===== config.mk =====
export PLATFORM = sky130hd
export DESIGN_NAME = positional_ordered_list
export DESIGN_NICKNAME = d
export VERILOG_FILES = /design/src/sv/plo_pkg.sv /design/src/sv/plo_cell.sv /design/src/sv/positional_ordered_list.sv
export SDC_FILE = /design/constraint.sdc
export NUM_CORES = 2
export LEC_CHECK = 0
export ABC_AREA = 1
export BUFFER_PORTS_ARGS = -buffer_cell sky130_fd_sc_hd__buf_4
export CAP_MARGIN = 20
export CORE_MARGIN = 2
export CORE_UTILIZATION = 50
export DETAILED_ROUTE_END_ITERATION = 8
export GPL_TIMING_DRIVEN = 0
export PLACE_DENSITY = 0.77
export RECOVER_POWER = 100
export SETUP_SLACK_MARGIN = 0.2
export SYNTH_ARGS = -nofsm -noshare
export SYNTH_HDL_FRONTEND = slang
export SYNTH_SLANG_ARGS = --single-unit

===== constraint.sdc =====
create_clock -name clk -period 6.3 [get_ports clk]
set_input_delay 0.945 -clock clk [delete_from_list [all_inputs] [get_ports clk]]
set_output_delay 0.945 -clock clk [all_outputs]
set_load 0.01 [all_outputs]

===== src/sv/plo_pkg.sv =====
// Package with the types, sizes and codes of the ordered list block.
`default_nettype none
package plo_pkg;

  // Storage sizes.
  localparam int CAPACITY  = 16;
  localparam int DATA_BITS = 32;

  // Derived widths.
  localparam int CNT_W = $clog2(CAPACITY + 1);
  localparam int IDX_W = $clog2(CAPACITY);
  localparam int CMP_W = CNT_W + 8;

  // Fixed field widths of the channels.
  localparam int OP_W   = 3;
  localparam int POS_W  = 8;
  localparam int VAL_W  = 32;
  localparam int ST_W   = 3;
  localparam int ELEM_W = 32;
  localparam int LEN_W  = 5;

  // Operation codes.
  localparam logic [OP_W-1:0] OP_INS_FRONT = 3'd0;
  localparam logic [OP_W-1:0] OP_INS_BACK  = 3'd1;
  localparam logic [OP_W-1:0] OP_INS_AT    = 3'd2;
  localparam logic [OP_W-1:0] OP_DEL_FRONT = 3'd3;
  localparam logic [OP_W-1:0] OP_DEL_BACK  = 3'd4;
  localparam logic [OP_W-1:0] OP_DEL_AT    = 3'd5;
  localparam logic [OP_W-1:0] OP_READ      = 3'd6;

  // Status codes.
  localparam logic [ST_W-1:0] ST_OK        = 3'd0;
  localparam logic [ST_W-1:0] ST_EMPTY     = 3'd1;
  localparam logic [ST_W-1:0] ST_APPENDED  = 3'd2;
  localparam logic [ST_W-1:0] ST_NOT_FOUND = 3'd3;
  localparam logic [ST_W-1:0] ST_FULL      = 3'd4;

  // Cell chain commands.
  localparam logic [1:0] CM_HOLD = 2'd0;
  localparam logic [1:0] CM_INS  = 2'd1;
  localparam logic [1:0] CM_DEL  = 2'd2;
  localparam logic [1:0] CM_ROT  = 2'd3;

  typedef struct packed {
    logic [OP_W-1:0]         op;
    logic signed [POS_W-1:0] position;
    logic signed [VAL_W-1:0] value;
  } in_t;

  typedef struct packed {
    logic [ST_W-1:0]          status;
    logic signed [ELEM_W-1:0] element;
    logic                     element_valid;
    logic [LEN_W-1:0]         length;
    logic                     last;
  } out_t;

  // Command broadcast to every cell of the chain.
  typedef struct packed {
    logic [1:0]           mode;
    logic [IDX_W-1:0]     idx;
    logic [CNT_W-1:0]     count;
    logic [DATA_BITS-1:0] word;
  } cell_cmd_t;

  // Sign-extend (or truncate) a stored word to the element field width.
  function automatic logic signed [ELEM_W-1:0] elem_of(input logic [DATA_BITS-1:0] d);
    logic signed [DATA_BITS-1:0] s;
    s = d;
    return ELEM_W'(s);
  endfunction

endpackage
`default_nettype wire


===== src/sv/plo_cell.sv =====
// One slot of the list chain: holds a word and shifts with its neighbors.
`default_nettype none
module plo_cell (
  input  wire logic                           clk,
  input  wire plo_pkg::cell_cmd_t             cmd,
  input  wire logic [plo_pkg::IDX_W-1:0]      slot,
  input  wire logic [plo_pkg::DATA_BITS-1:0]  left_data,
  input  wire logic [plo_pkg::DATA_BITS-1:0]  right_data,
  output logic      [plo_pkg::DATA_BITS-1:0]  data
);
  import plo_pkg::*;

  logic [DATA_BITS-1:0] data_r;
  logic [DATA_BITS-1:0] data_nxt;
  logic [CNT_W-1:0]     slot_next;

  // Position one past this slot, compared against the list length.
  assign slot_next = CNT_W'(slot) + CNT_W'(1);

  // Insert opens a gap, delete closes one, rotate moves the head to the tail.
  always_comb begin
    data_nxt = data_r;
    unique case (cmd.mode)
      CM_INS: begin
        if (slot > cmd.idx) begin
          data_nxt = left_data;
        end else if (slot == cmd.idx) begin
          data_nxt = cmd.word;
        end
      end
      CM_DEL: begin
        if (slot >= cmd.idx) begin
          data_nxt = right_data;
        end
      end
      CM_ROT: begin
        if (slot_next == cmd.count) begin
          data_nxt = cmd.word;
        end else if (slot_next < cmd.count) begin
          data_nxt = right_data;
        end
      end
      default: begin
        data_nxt = data_r;
      end
    endcase
  end

  always_ff @(posedge clk) begin
    data_r <= data_nxt;
  end

  assign data = data_r;

endmodule
`default_nettype wire


===== src/sv/positional_ordered_list.sv =====
// Top level of the ordered list: request decode, length, result register and cell chain.
//
// Usage: each input request on the in_ channel is one list operation (insert front,
// back or at a position, delete front, back or at a position, or read out).
// Results leave on the out_ channel through one output register; a request is
// accepted when in_valid is high and in_stall is low, likewise for results.
// Edits give one result in the cycle after acceptance, so back-to-back edits run
// at one request per cycle while the receiver keeps up. Read out gives one result
// per stored entry (one result for an empty list), one per cycle while the
// receiver keeps up: the chain rotates by one slot per element, bringing each
// word to the head cell, and after length rotations it stands as before. A read
// keeps in_stall high until its last result is loaded into the output register.
// in_stall is high during a read out and whenever the output register is full
// and stalled; a stalled result holds unchanged. Reset empties the list and
// drops any pending result; the stored words themselves are not cleared.
`default_nettype none
module positional_ordered_list (
  input  wire logic          clk,
  input  wire logic          rst_n,
  input  wire logic          in_valid,
  output logic               in_stall,
  input  wire plo_pkg::in_t  in_data,
  output logic               out_valid,
  input  wire logic          out_stall,
  output plo_pkg::out_t      out_data
);
  import plo_pkg::*;

  logic [CNT_W-1:0]     count_r, count_nxt;
  logic                 busy_r, busy_nxt;
  logic [CNT_W-1:0]     left_r, left_nxt;
  logic                 out_valid_r, out_valid_nxt;
  out_t                 out_data_r, out_data_nxt;

  cell_cmd_t            cmd;
  logic [DATA_BITS-1:0] cell_data [CAPACITY];

  logic                 out_free;
  logic                 accept;
  logic [DATA_BITS-1:0] word;
  logic                 pos_le1;
  logic                 pos_neg;
  logic [CMP_W-1:0]     pos_u;
  logic [CMP_W-1:0]     cnt_u;
  logic                 emit;
  out_t                 res;

  // Handshake.
  assign out_free = !out_valid_r || !out_stall;
  assign in_stall = busy_r || !out_free;
  assign accept   = in_valid && !in_stall;

  // Operand preparation.
  assign word    = DATA_BITS'(in_data.value);
  assign pos_le1 = in_data.position <= 8'sd1;
  assign pos_neg = in_data.position[POS_W-1];
  assign pos_u   = CMP_W'(in_data.position[POS_W-2:0]);
  assign cnt_u   = CMP_W'(count_r);

  // Decode the request or the next read out step into a chain command and a result.
  always_comb begin
    cmd           = '{mode: CM_HOLD, idx: '0, count: count_r, word: word};
    count_nxt     = count_r;
    busy_nxt      = busy_r;
    left_nxt      = left_r;
    emit          = 1'b0;
    res           = '0;
    res.status    = ST_OK;
    res.last      = 1'b1;
    if (busy_r) begin
      if (out_free) begin
        emit              = 1'b1;
        cmd.mode          = CM_ROT;
        cmd.word          = cell_data[0];
        res.element       = elem_of(cell_data[0]);
        res.element_valid = 1'b1;
        res.last          = (left_r == CNT_W'(1));
        left_nxt          = left_r - CNT_W'(1);
        busy_nxt          = (left_r != CNT_W'(1));
      end
    end else if (accept) begin
      emit = 1'b1;
      unique case (in_data.op) inside
        OP_INS_FRONT, OP_INS_BACK, OP_INS_AT: begin
          if (count_r == CNT_W'(CAPACITY)) begin
            res.status = ST_FULL;
          end else begin
            cmd.mode  = CM_INS;
            count_nxt = count_r + CNT_W'(1);
            if (in_data.op == OP_INS_FRONT || (in_data.op == OP_INS_AT && pos_le1)) begin
              cmd.idx = '0;
            end else if (in_data.op == OP_INS_BACK) begin
              cmd.idx = IDX_W'(count_r);
            end else if (pos_u > cnt_u + CMP_W'(1)) begin
              cmd.idx    = IDX_W'(count_r);
              res.status = ST_APPENDED;
            end else begin
              cmd.idx = IDX_W'(pos_u - CMP_W'(1));
            end
          end
        end
        OP_DEL_FRONT, OP_DEL_BACK: begin
          if (count_r == '0) begin
            res.status = ST_EMPTY;
          end else begin
            cmd.mode  = CM_DEL;
            cmd.idx   = (in_data.op == OP_DEL_FRONT) ? '0 : IDX_W'(count_r - CNT_W'(1));
            count_nxt = count_r - CNT_W'(1);
          end
        end
        OP_DEL_AT: begin
          if (count_r == '0) begin
            res.status = ST_EMPTY;
          end else if (pos_neg || pos_u == '0 || pos_u > cnt_u) begin
            res.status = ST_NOT_FOUND;
          end else begin
            cmd.mode  = CM_DEL;
            cmd.idx   = IDX_W'(pos_u - CMP_W'(1));
            count_nxt = count_r - CNT_W'(1);
          end
        end
        OP_READ: begin
          if (count_r != '0) begin
            cmd.mode          = CM_ROT;
            cmd.word          = cell_data[0];
            res.element       = elem_of(cell_data[0]);
            res.element_valid = 1'b1;
            res.last          = (count_r == CNT_W'(1));
            busy_nxt          = (count_r != CNT_W'(1));
            left_nxt          = count_r - CNT_W'(1);
          end
        end
        default: begin
          res.status = ST_OK;
        end
      endcase
    end
    res.length = LEN_W'(count_nxt);
  end

  // Output register: loads a new result when free, otherwise holds.
  always_comb begin
    out_valid_nxt = out_valid_r;
    out_data_nxt  = out_data_r;
    if (out_free) begin
      out_valid_nxt = emit;
      out_data_nxt  = res;
    end
  end

  always_ff @(posedge clk) begin
    if (!rst_n) begin
      count_r     <= '0;
      busy_r      <= 1'b0;
      left_r      <= '0;
      out_valid_r <= 1'b0;
    end else begin
      count_r     <= count_nxt;
      busy_r      <= busy_nxt;
      left_r      <= left_nxt;
      out_valid_r <= out_valid_nxt;
    end
  end

  always_ff @(posedge clk) begin
    out_data_r <= out_data_nxt;
  end

  assign out_valid = out_valid_r;
  assign out_data  = out_data_r;

  // Chain of cells; slot 0 is the head of the list.
  for (genvar i = 0; i < CAPACITY; i++) begin : g_cell
    plo_cell u_cell (
      .clk        (clk),
      .cmd        (cmd),
      .slot       (IDX_W'(i)),
      .left_data  ((i == 0) ? cmd.word : cell_data[(i == 0) ? 0 : i - 1]),
      .right_data (cell_data[(i == CAPACITY - 1) ? i : i + 1]),
      .data       (cell_data[i])
    );
  end

endmodule
`default_nettype wire


==> reports/results.tsv <==
stage	metric	value	unit
status	status	complete, but fails checks	
status	violated checks	DRC, capacitance limit, slew limit	
yosys	Cell Area, Synth	39000	sq um
grt	GRT Util Overall	47.2	%
grt	pin count of the biggest net entering global routing	36	
clocking	H-tree depth	3	
yosys	Netlist cell types	52	
detailed_routing	post-route ant nets	0	
grt	remaining global-route overflow	0	
clocking	Clock transition at path regs	0.06	ns
yosys	Synth warnings	0	
yosys	ranking of synthesized cells by area	edfxtp_1 43%, nand2_1 17%, nand3_1 7.6%	
setup_path	Setup crit end kind	flip-flop	
clocking	post-CTS setup buffer count	0	
floorplanning	core box area	77300	sq um
sta	final hold slack	0.535	ns
min_path	Hold WC Path Type	flip-flop to flip-flop	
setup_path	WP data required	6.77	ns
clocking	Worst-Skew Late Latency	0.66	ns
yosys	synth cell count leaders	1717 x nand2_1, 589 x nand3_1, 568 x inv_1	
sta	RSZ-0062 raised after global routing	false	
grt	initial antenna violation count	9	
sta	Tmin final	6.23	ns
setup_path	Crit Path Max Fanout	13	
placed_design	I/O Buffers	90	
placed_design	Post-DP HPWL	153	mm
setup_path	CP max stage delay	0.91	ns
floorplanning	chip height	283	microns
yosys	ys flop type	edfxtp_1	
clocking	TritonCTS Buffers	70	
detailed_routing	Detailed Routing Iterations Pass 1	8	
floorplanning	initial core utilization	50.5	%
grt	vias in the first global route	38935	
cells_and_area	P&R area growth vs syn	11.4	%
yosys	count leader, synth	nand2_1	
pwr	power per cell area	291	nW/um^2
sta	Final period util	98.9	%
setup_path	Worst EP arrival	6.70	ns
sta	Max Slew Vio Count	65	
floorplanning	io pins	91	
setup_path	CP max-delay cell	clkbuf_1	
setup_path	CP most frequent cell	nand2_1	
cells_and_area	share of layout cells above drive strength 1	7.45	%
detailed_routing	DR iter-0 viols	7301	
clocking	CTS sink count	566	
cells_and_area	Final nets	5601	
flow_run	max-cap violations	7	
yosys	Synth area leader	edfxtp_1	
sta	worst-margin pin slew	1.88	ns
sta	Final Hold Viols	0	
clocking	root buffer cell	clkbuf_16	
clocking	CTS tree	yes	
yosys	Syn Inst Count	5335	
floorplanning	Cell Rows	102	
yosys	post-synthesis sequential element count	566	
detailed_routing	DR WL/cell	29.6	microns
detailed_routing	# DRC	1	
setup_path	Crit Path Class	flip-flop to flip-flop	
yosys	Seq/Total Area, Yosys	43.2	%
floorplanning	chip width	283	microns
sta	clk_skew	0.0254	ns
clocking	number of gates resized after CTS	0	
detailed_routing	vias per cell	6.37	
grt	global-route wire length before repair	272	mm
detailed_routing	final wirelength	196	mm
placed_design	placer congestion estimate	1.07	
sta	Final Worst Setup Slack	0.0696	ns
sta	Max-Slew Margin vs Limit	-26.4	%
pwr	Leak	17.2	nW
sta	Max Freq	161	MHz
sta	final setup fails	0	
clocking	CTS Buffer Depth	3	
yosys	Synth top area share	42.6	%
setup_path	worst-path cell chain	inv_1, ha_1, nand2_1, nor2_1, nor2_1, nand2_1, nand2_1, inv_1, nand2_1, nand2_1, nand2_1, inv_1, buf_4, clkbuf_1, clkbuf_1, nand2_1, nand3_1	
yosys	Synth Net Count	5404	
setup_path	Buf+Inv Stages, Crit Path	6	
yosys	Syn Area/Cell	7.32	sq um
clocking	Hold-fix buffers, CTS	0	
setup_path	Startpoint Class	flip-flop	
detailed_routing	Vias	42240	
setup_path	critical path's top delay family	buffers and inverters	
yosys	asr flop ratio synth	0	%
pwr	maximum vdd drop	0.000208	V
floorplanning	Die ar.	80300	sq um
yosys	Post-synth EDFFs	554	
placed_design	worst slack, placed	0.881	ns
## layout by cell type (no fill, tap or decap), types with 151 or more instances in the layout
cell,synthesis,routed
nand2_1,1717,1719
o21ai_0,521,543
edfxtp_1,554,554
o211ai_1,220,220
clkbuf_1,207,320
o22ai_1,151,151
nor2_1,165,165
nand3_1,589,591
buf_2,200,151
inv_1,568,574
## cell type report
class	count	area [sq um]
fillers	7693	33900
multi-input cells	3726	17900
flip-flops and latches	566	16900
inverters	597	2250
plain buffers	446	1920
clock buffers	90	1890
well taps	1040	1300
repair buffers	125	968
clock inverters	35	357
diodes	9	22.5
## flip-flops by register name, summed over array words and instances (netlist names)
register / count
count_r: 5
busy_r: 1
out_data: 42
g_cell.u_cell.data: 512
left_r: 5
out_valid: 1
## worst min-delay path: stages (launching register included)
cell and delay [ns]:
dfxtp_1 0.33, inv_1 0.10, a21oi_1 0.07
## power breakdown
part | internal, mW | switching, mW | leakage (nW) | total (mW)
clock | 2.40 | 1.82 | 1.09 | 4.22
combinational | 0.859 | 2.34 | 10.7 | 3.20
sequential | 4.91 | 0.301 | 5.36 | 5.21
## metrics by stage
stage | util [%] | total power, mW | std cells | area, sq um | setup TNS [ns]
global placement | 53.0 | 8.20 | 6465 | 41000 | -930.49
detailed placement | 53.7 | 8.31 | 6496 | 41500 | 0
global route | 56.2 | 12.9 | 6626 | 43500 | 0
finish | 56.2 | 12.6 | 6634 | 43500 | 0
floorplan | - | 7.03 | 5335 | 39000 | 0
CTS | 56.6 | 12.4 | 6621 | 43800 | 0
## kinds of logic (layout without fill, tap and decap cells)
group | Yosys count | count (layout) | share of synthesized area [%]
AND/OR/NAND/NOR | 2606 | 2606 | 28.1
AO/OA/AOI/OAI | 1092 | 1092 | 17.0
other | 0 | 9 | 0
buffers and inverters | 1043 | 1293 | 10.9
adder cells (fa/ha/maj) | 22 | 22 | 0.705
flip-flops | 566 | 566 | 43.2
XOR/XNOR | 6 | 6 | 0.135
## final timing paths
kind,start,end,slack (ns),cells past startpoint
min reg2reg,left_r[2]$_SDFFE_PN0P_,left_r[2]$_SDFFE_PN0P_,0.54,2
max reg2reg,count_r[0]$_SDFF_PN0_,g_cell[12].u_cell.data[31]$_DFFE_PP_,0.07,17
min,left_r[2]$_SDFFE_PN0P_,left_r[2]$_SDFFE_PN0P_,0.54,2
max,count_r[0]$_SDFF_PN0_,g_cell[12].u_cell.data[31]$_DFFE_PP_,0.07,17
## layer usage
| metal | track usage [%] | wire length [microns] | vias to the layer above |
|---|---|---|---|
| met3 | 13.8 | 26900 | 916 |
| met5 | 0 | 182 | - |
| met2 | 71.0 | 83400 | 3584 |
| met4 | 35.9 | 16800 | 4 |
| li1 | - | - | 18418 |
| met1 | 57.1 | 69100 | 19318 |
Note: power is estimated with default switching activity, not from simulation.
